### src/hw/rtl/erv_pkg.sv
// Shared types, constants and the coefficient build sequence for the vertex rotator.
package erv_pkg;

	localparam int TURN_BITS    = 24;
	localparam int RES_BITS     = 22;
	localparam int CORDIC_STEPS = 16;
	localparam int COEF_W       = 17;
	localparam int XY_W         = 34;
	localparam int Z_W          = 25;
	localparam int CFG_IDX_W    = 2;

	typedef logic signed [COEF_W-1:0] coef_t;
	typedef logic [8:0][COEF_W-1:0]   coef_arr_t;

	localparam coef_t ONE_Q15 = 17'sd32768;
	localparam coef_t NEG_ONE = -17'sd32768;
	localparam logic signed [XY_W-1:0] CORDIC_X0 = 34'sd652032874;

	// register indexes
	localparam logic [CFG_IDX_W-1:0] REG_YAW   = 2'd0;
	localparam logic [CFG_IDX_W-1:0] REG_PITCH = 2'd1;
	localparam logic [CFG_IDX_W-1:0] REG_ROLL  = 2'd2;

	// product operands
	localparam logic [3:0] OP_CY  = 4'd0;
	localparam logic [3:0] OP_SY  = 4'd1;
	localparam logic [3:0] OP_CP  = 4'd2;
	localparam logic [3:0] OP_SP  = 4'd3;
	localparam logic [3:0] OP_CR  = 4'd4;
	localparam logic [3:0] OP_SR  = 4'd5;
	localparam logic [3:0] OP_T0  = 4'd6;
	localparam logic [3:0] OP_T1  = 4'd7;
	localparam logic [3:0] OP_NEG = 4'd8;

	// destinations: 0..8 are the coefficients
	localparam logic [3:0] DST_T0 = 4'd9;
	localparam logic [3:0] DST_T1 = 4'd10;
	localparam logic [3:0] DST_M  = 4'd11;

	// combine modes
	localparam logic [1:0] MD_PUT = 2'd0;
	localparam logic [1:0] MD_ADD = 2'd1;
	localparam logic [1:0] MD_SUB = 2'd2;

	localparam logic [3:0] MUL_LAST = 4'd14;

	typedef struct packed {
		logic [3:0] op_a;
		logic [3:0] op_b;
		logic [3:0] dst;
		logic [1:0] mode;
	} mstep_t;

	function automatic mstep_t mul_step(input logic [3:0] n);
		mstep_t r;
		case (n)
			4'd0:    r = '{OP_CY, OP_SP, DST_T0, MD_PUT};
			4'd1:    r = '{OP_SY, OP_SP, DST_T1, MD_PUT};
			4'd2:    r = '{OP_CY, OP_CP, 4'd0,   MD_PUT};
			4'd3:    r = '{OP_SY, OP_CR, DST_M,  MD_PUT};
			4'd4:    r = '{OP_T0, OP_SR, 4'd1,   MD_SUB};
			4'd5:    r = '{OP_SY, OP_SR, DST_M,  MD_PUT};
			4'd6:    r = '{OP_T0, OP_CR, 4'd2,   MD_ADD};
			4'd7:    r = '{OP_SY, OP_CP, 4'd3,   MD_PUT};
			4'd8:    r = '{OP_CY, OP_CR, DST_M,  MD_PUT};
			4'd9:    r = '{OP_T1, OP_SR, 4'd4,   MD_ADD};
			4'd10:   r = '{OP_CY, OP_SR, DST_M,  MD_PUT};
			4'd11:   r = '{OP_T1, OP_CR, 4'd5,   MD_SUB};
			4'd12:   r = '{OP_SP, OP_NEG, 4'd6,  MD_PUT};
			4'd13:   r = '{OP_CP, OP_SR, 4'd7,   MD_PUT};
			4'd14:   r = '{OP_CP, OP_CR, 4'd8,   MD_PUT};
			default: r = '{OP_CP, OP_CR, 4'd8,   MD_PUT};
		endcase
		return r;
	endfunction

	// atan(2^-i) in 2^-24 turn units
	function automatic logic signed [Z_W-1:0] atan_turn(input logic [3:0] i);
		logic signed [Z_W-1:0] r;
		case (i)
			4'd0:    r = 25'sd2097152;
			4'd1:    r = 25'sd1238021;
			4'd2:    r = 25'sd654136;
			4'd3:    r = 25'sd332050;
			4'd4:    r = 25'sd166669;
			4'd5:    r = 25'sd83416;
			4'd6:    r = 25'sd41718;
			4'd7:    r = 25'sd20860;
			4'd8:    r = 25'sd10430;
			4'd9:    r = 25'sd5215;
			4'd10:   r = 25'sd2608;
			4'd11:   r = 25'sd1304;
			4'd12:   r = 25'sd652;
			4'd13:   r = 25'sd326;
			4'd14:   r = 25'sd163;
			4'd15:   r = 25'sd81;
			default: r = 25'sd0;
		endcase
		return r;
	endfunction

endpackage

### src/hw/rtl/erv_coef.sv
// Coefficient builder: iterative CORDIC for three angles, then a sequenced Q1.15 product unit.
module erv_coef #(
	parameter int ANGLE_WIDTH = 16
) (
	input  logic                                  clk,
	input  logic                                  arst_n,
	input  logic                                  cfg_write,
	input  logic [erv_pkg::CFG_IDX_W-1:0]         cfg_index,
	input  logic [ANGLE_WIDTH-1:0]                cfg_data,
	output logic                                  busy,
	output erv_pkg::coef_arr_t                    coefs
);

	localparam logic [1:0] ST_IDLE = 2'd0;
	localparam logic [1:0] ST_LOAD = 2'd1;
	localparam logic [1:0] ST_ITER = 2'd2;
	localparam logic [1:0] ST_MUL  = 2'd3;

	logic [1:0] state_q;
	logic [1:0] sel_q;
	logic [3:0] cnt_q;
	logic [ANGLE_WIDTH-1:0] ang_q [3];
	logic signed [erv_pkg::XY_W-1:0] x_q, y_q;
	logic signed [erv_pkg::Z_W-1:0]  z_q;
	logic [1:0] quad_q;
	logic       zero_q;
	erv_pkg::coef_t cy_q, sy_q, cp_q, sp_q, cr_q, sr_q, t0_q, t1_q, m_q;
	erv_pkg::coef_t coef_q [9];

	// end-of-angle flag: raised in the cycle after the last CORDIC step
	logic fin_q, fin_now, res_dst_k;

	function automatic erv_pkg::coef_t clamp_one(input logic signed [19:0] v);
		if (v > 20'sd32768)
			return erv_pkg::ONE_Q15;
		if (v < -20'sd32768)
			return erv_pkg::NEG_ONE;
		return v[erv_pkg::COEF_W-1:0];
	endfunction

	function automatic erv_pkg::coef_t pick(input logic [3:0] op, input erv_pkg::coef_t cy,
			input erv_pkg::coef_t sy, input erv_pkg::coef_t cp, input erv_pkg::coef_t sp,
			input erv_pkg::coef_t cr, input erv_pkg::coef_t sr, input erv_pkg::coef_t t0,
			input erv_pkg::coef_t t1);
		erv_pkg::coef_t r;
		case (op)
			erv_pkg::OP_CY: r = cy;
			erv_pkg::OP_SY: r = sy;
			erv_pkg::OP_CP: r = cp;
			erv_pkg::OP_SP: r = sp;
			erv_pkg::OP_CR: r = cr;
			erv_pkg::OP_SR: r = sr;
			erv_pkg::OP_T0: r = t0;
			erv_pkg::OP_T1: r = t1;
			default:        r = erv_pkg::NEG_ONE;
		endcase
		return r;
	endfunction

	// angle to quadrant and residual
	logic [erv_pkg::TURN_BITS-1:0] turn;
	assign turn = erv_pkg::TURN_BITS'(ang_q[sel_q]) << (erv_pkg::TURN_BITS - ANGLE_WIDTH);

	// CORDIC rotation step
	logic signed [erv_pkg::XY_W-1:0] dx, dy;
	logic signed [erv_pkg::Z_W-1:0]  at;
	assign dx = y_q >>> cnt_q;
	assign dy = x_q >>> cnt_q;
	assign at = erv_pkg::atan_turn(cnt_q);

	// final rounding and quadrant mapping
	logic signed [erv_pkg::XY_W-1:0] xr, yr;
	erv_pkg::coef_t c_raw, s_raw, c_fin, s_fin;
	always_comb begin
		xr = x_q + erv_pkg::XY_W'(16384);
		yr = y_q + erv_pkg::XY_W'(16384);
		if (zero_q) begin
			c_raw = erv_pkg::ONE_Q15;
			s_raw = '0;
		end else begin
			c_raw = clamp_one(20'(xr >>> 15));
			s_raw = clamp_one(20'(yr >>> 15));
		end
		case (quad_q)
			2'd0: begin c_fin = c_raw;  s_fin = s_raw;  end
			2'd1: begin c_fin = -s_raw; s_fin = c_raw;  end
			2'd2: begin c_fin = -c_raw; s_fin = -s_raw; end
			default: begin c_fin = s_raw; s_fin = -c_raw; end
		endcase
	end

	// product unit: one rounded Q1.15 multiply per cycle, then combine
	erv_pkg::mstep_t ms;
	erv_pkg::coef_t  opa, opb, pq, res;
	logic signed [2*erv_pkg::COEF_W-1:0] prod;
	always_comb begin
		ms   = erv_pkg::mul_step(cnt_q);
		opa  = pick(ms.op_a, cy_q, sy_q, cp_q, sp_q, cr_q, sr_q, t0_q, t1_q);
		opb  = pick(ms.op_b, cy_q, sy_q, cp_q, sp_q, cr_q, sr_q, t0_q, t1_q);
		prod = opa * opb + (2*erv_pkg::COEF_W)'(16384);
		pq   = clamp_one(20'(prod >>> 15));
		case (ms.mode)
			erv_pkg::MD_ADD: res = clamp_one(20'(pq) + 20'(m_q));
			erv_pkg::MD_SUB: res = clamp_one(20'(pq) - 20'(m_q));
			default:         res = pq;
		endcase
	end

	assign fin_now   = fin_q;
	assign res_dst_k = !fin_q && ms.dst < erv_pkg::DST_T0;

	always_ff @(posedge clk or negedge arst_n) begin
		if (!arst_n) begin
			state_q <= ST_IDLE;
			sel_q   <= '0;
			cnt_q   <= '0;
			for (int i = 0; i < 3; i++)
				ang_q[i] <= '0;
			for (int i = 0; i < 9; i++)
				coef_q[i] <= (i % 4 == 0) ? erv_pkg::ONE_Q15 : '0;
		end else if (fin_now) begin
			// end-of-angle cycle: next angle, or the product pass after roll
			if (sel_q == erv_pkg::REG_ROLL) begin
				state_q <= ST_MUL;
				cnt_q   <= '0;
			end else begin
				sel_q   <= sel_q + 2'd1;
				state_q <= ST_LOAD;
			end
		end else begin
			case (state_q)
				ST_IDLE: begin
					if (cfg_write && (cfg_index == erv_pkg::REG_YAW ||
							cfg_index == erv_pkg::REG_PITCH || cfg_index == erv_pkg::REG_ROLL)) begin
						ang_q[cfg_index] <= cfg_data;
						sel_q   <= '0;
						state_q <= ST_LOAD;
					end
				end
				ST_LOAD: begin
					cnt_q   <= '0;
					state_q <= ST_ITER;
				end
				ST_ITER: begin
					cnt_q <= cnt_q + 4'd1;
					if (cnt_q == 4'(erv_pkg::CORDIC_STEPS - 1))
						state_q <= ST_MUL;
				end
				ST_MUL: begin
					cnt_q <= cnt_q + 4'd1;
					if (cnt_q == erv_pkg::MUL_LAST)
						state_q <= ST_IDLE;
					if (res_dst_k)
						coef_q[ms.dst] <= res;
				end
				default: state_q <= ST_IDLE;
			endcase
		end
	end

	always_ff @(posedge clk or negedge arst_n) begin
		if (!arst_n)
			fin_q <= 1'b0;
		else
			fin_q <= (state_q == ST_ITER) && (cnt_q == 4'(erv_pkg::CORDIC_STEPS - 1));
	end

	always_ff @(posedge clk) begin
		if (state_q == ST_LOAD) begin
			x_q    <= erv_pkg::CORDIC_X0;
			y_q    <= '0;
			z_q    <= erv_pkg::Z_W'(turn[erv_pkg::RES_BITS-1:0]);
			quad_q <= turn[erv_pkg::TURN_BITS-1 -: 2];
			zero_q <= turn[erv_pkg::RES_BITS-1:0] == '0;
		end else if (state_q == ST_ITER) begin
			if (!z_q[erv_pkg::Z_W-1]) begin
				x_q <= x_q - dx;
				y_q <= y_q + dy;
				z_q <= z_q - at;
			end else begin
				x_q <= x_q + dx;
				y_q <= y_q - dy;
				z_q <= z_q + at;
			end
		end
		if (fin_q) begin
			case (sel_q)
				erv_pkg::REG_YAW:   begin cy_q <= c_fin; sy_q <= s_fin; end
				erv_pkg::REG_PITCH: begin cp_q <= c_fin; sp_q <= s_fin; end
				default: begin cr_q <= c_fin; sr_q <= s_fin; end
			endcase
		end else if (state_q == ST_MUL) begin
			case (ms.dst)
				erv_pkg::DST_T0: t0_q <= res;
				erv_pkg::DST_T1: t1_q <= res;
				erv_pkg::DST_M:  m_q  <= res;
				default: ;
			endcase
		end
	end

	assign busy = (state_q != ST_IDLE) || fin_q;

	always_comb begin
		for (int i = 0; i < 9; i++)
			coefs[i] = coef_q[i];
	end

endmodule

### config.mk
export PLATFORM = sky130hd
export DESIGN_NAME = erv_coef
export DESIGN_NICKNAME = d
export VERILOG_FILES = /design/src/hw/rtl/erv_pkg.sv /design/src/hw/rtl/erv_coef.sv
export SDC_FILE = /design/constraint.sdc
export NUM_CORES = 2
export LEC_CHECK = 0
export ABC_AREA = 1
export BUFFER_PORTS_ARGS = -buffer_cell sky130_fd_sc_hd__buf_2
export CAP_MARGIN = 20
export CORE_MARGIN = 8
export CORE_UTILIZATION = 39
export CTS_BUF_LIST = sky130_fd_sc_hd__clkbuf_8
export CTS_CLUSTER_DIAMETER = 150
export DETAILED_ROUTE_END_ITERATION = 8
export PLACE_DENSITY_LB_ADDON = 0.25
export SYNTH_ARGS = -nofsm -noshare
export SYNTH_HDL_FRONTEND = slang
export SYNTH_SLANG_ARGS = --single-unit
### constraint.sdc
create_clock -name clk -period 19.45 [get_ports clk]
set_clock_uncertainty 0.1 [all_clocks]
set_input_delay 0.9725 -clock clk [delete_from_list [all_inputs] [get_ports clk]]
set_output_delay 0.9725 -clock clk [all_outputs]
set_load 0.05 [all_outputs]
==> results.cfg <==
[global_routing]
grt_pass1_wl_mm = 232.2
grt_overflow = 0
grt_max_degree = 124
grt_pass1_vias = 40070
antenna_found_initial = 8
grt_usage = 0.2396

[place]
hpwl_mm = 114.7
io_buffers = 174
gp_congestion = 0.9651

[timing]
fmax_mhz = 70.88
drv_slew = 0
setup_tns_ns = 0
relSlewSlack = 0.2261
period_minus_slack_ns = 14.11
worstMarginPinSlew_ns = 1.152
finalHoldViolCount = 0
rsz0062_at_grt = no
period_share = 0.7254
setup_viol = 0
whs_ns = 0.1301

[route]
wl_per_cell_um = 19.46
drtIter0Drc = 3684
drc = 0
routed_wl_mm = 148.9
drtPass1Iterations = 8
routed.top_layer = met5
wl_met2_mm = 64.07
viasPerCell = 5.275
wl_met1_mm = 67.86
ant_nets = 0
wl_met3_mm = 12.53
vias = 40370

[logic_synthesis]
synth_compound_area_frac = 0.1260
yosys.area.top_type = fa_1
synthSimpleGateAreaFrac = 0.2425
yosys.area_share.xor_xnor = 0.04459
syn_avg_cell_area_um2 = 7.350
async_flop_share = 0.4575
synth_fp_nets = 6527
synth-seq-area-share = 0.2719
synthAdderAreaFrac = 0.2018
syn_area_mm2 = 0.04394
synth_top_family_by_area = simple AND/OR/NAND/NOR gates
synth_edf_count = 170
ys_warn_count = 0
yosysMostFrequentCell = nand2_1
synthTopCellsByArea = fa_1, nand2_1, dfrtp_1
ys_types = 72
synth_top_area_frac = 0.1371
synthMuxAreaShare = 0.01093
ys_ff_latch = 459
synthFlopType = dfrtp_1
netlist_top_cells_count = nand2_1, inv_1, nor2_1
synth_cells = 5978

[critical_path]
cp_num_buf_inv = 14
critPathTopFamily = simple AND/OR/NAND/NOR gates
slowest_stage = nand2_1
cp_max_fo = 59
arrival_ns = 14.41
cp.required_ns = 19.75
crit_path_frequent_cell = nand2_1
crit_type = reg -> reg
cp-start-kind = flop
crit_path_max_incr_delay_ns = 0.60
end_kind = flop

[cts]
hold_buffers = 0
h-tree-depth = 3
clkTransAtPathRegs_ns = 0.06
clock_latency_ns = 0.77
cts_root_buffer = clkbuf_8
numCtsBuffers = 84
cts_resized = 0
cts_setup_buffers = 0
cts_tree = yes
clkSinkCount = 459
clock_path_buffers = 3

[status]
status = complete, no violations

[floorplanning]
coreArea_mm2 = 0.1122
ios = 175
die_w_um = 351.7
dieArea_mm2 = 0.1237
core.rowCount = 123
die-height_um = 351.7
initial_core_util = 0.3916

[hold_path]
hold_class = in -> async

[layout]
fin_nets = 6631
area_growth_pct = 9.682
layout-drive-gt1-share = 0.07707

[run]
maxCapViolations = 0
## flip-flops by register name, summed over array words and instances (netlist names), 4 cells and up
register,cells
sr_q,17
t0_q,17
cnt_q,4
x_q,34
ang_q,48
sp_q,17
y_q,34
z_q,25
coefs,153
cy_q,17
m_q,17
t1_q,17
cp_q,17
sy_q,17
cr_q,17
## path summary, 6_finish.rpt
path / startpoint / endpoint / slack (ns) / cells after the start
worst max-delay path: cnt_q[1] / t0_q[4] / 5.34 / 62
worst min-delay path: arst_n / coefs[72] / 0.13 / 1
worst max register to register: cnt_q[1] / t0_q[4] / 5.34 / 62
worst min register to register: coefs[15] / coefs[15] / 0.37 / 2
max in group asynchronous: arst_n / coefs[146] / 17.78 / 2
min in group clk: coefs[15] / coefs[15] / 0.37 / 2
## layout make-up
type	count	area [um2]
Antenna cell	3	7.507
Clock buffer	94	1294
Clock inverter	60	521.8
Fill cell	11560	64000
Inverter	956	3591
Multi-Input combinational cell	4352	27640
Sequential cell	459	11950
Tap cell	1500	1877
Timing Repair Buffer	229	1311
## worst register-to-register path, delay by kind of cell, from the launching register on
| kind | cells | cell delay [ns] |
|---|---|---|
| AO/OA/AOI/OAI | 11 | 2.14 |
| XOR/XNOR | 1 | 0.29 |
| adder cells (fa/ha/maj) | 9 | 4.04 |
| buffers and inverters | 14 | 2.68 |
| flip-flops | 1 | 0.39 |
| AND/OR/NAND/NOR | 27 | 4.18 |
## layer usage
metal	GRT usage	up-vias
met3	0.05215	235
met4	0.07283	4
met5	0	-
met1	0.3396	19260
met2	0.3654	1611
li1	-	19270
## cells in the final DEF (no fill, tap or decap), drive strengths merged, types with 59 or more instances in the layout
| cell type | netlist | final |
|---|---|---|
| nand2 | 1555 | 1555 |
| inv | 943 | 974 |
| nor2 | 636 | 636 |
| o21ai | 407 | 407 |
| fa | 301 | 301 |
| a21oi | 283 | 283 |
| buf | 72 | 229 |
| ha | 227 | 227 |
| nand3 | 212 | 212 |
| dfrtp | 207 | 207 |
| edfxtp | 170 | 170 |
| xor2 | 165 | 165 |
| clkbuf | 139 | 94 |
| dfxtp | 79 | 79 |
| nor3 | 65 | 65 |
| nand4 | 59 | 59 |
## metrics by stage
step,instance area (um2),utilization,setup WS (ns),cells
6_report,48190,0.4296,5.341,7653
5_1_grt,48190,0.4295,4.257,7651
4_1_cts,48150,0.4292,5.464,7648
3_5_place_dp,46340,0.4130,5.532,7494
3_3_place_gp,46340,0.4130,5.614,7494
2_1_floorplan,43940,-,7.992,5978
## cell families after synthesis
kind of cell               after synthesis
and+or+nand+nor                       2592
muxes                                   48
DFF                                    459
buffers and inverters                 1167
AOI/OAI and AO/OA                      962
xor gates and xnor gates               222
adders and majority gates              528
Power is left out: the tool's default activity adds up to more than one toggle a clock period on the data nets, which glitch-free logic cannot reach.
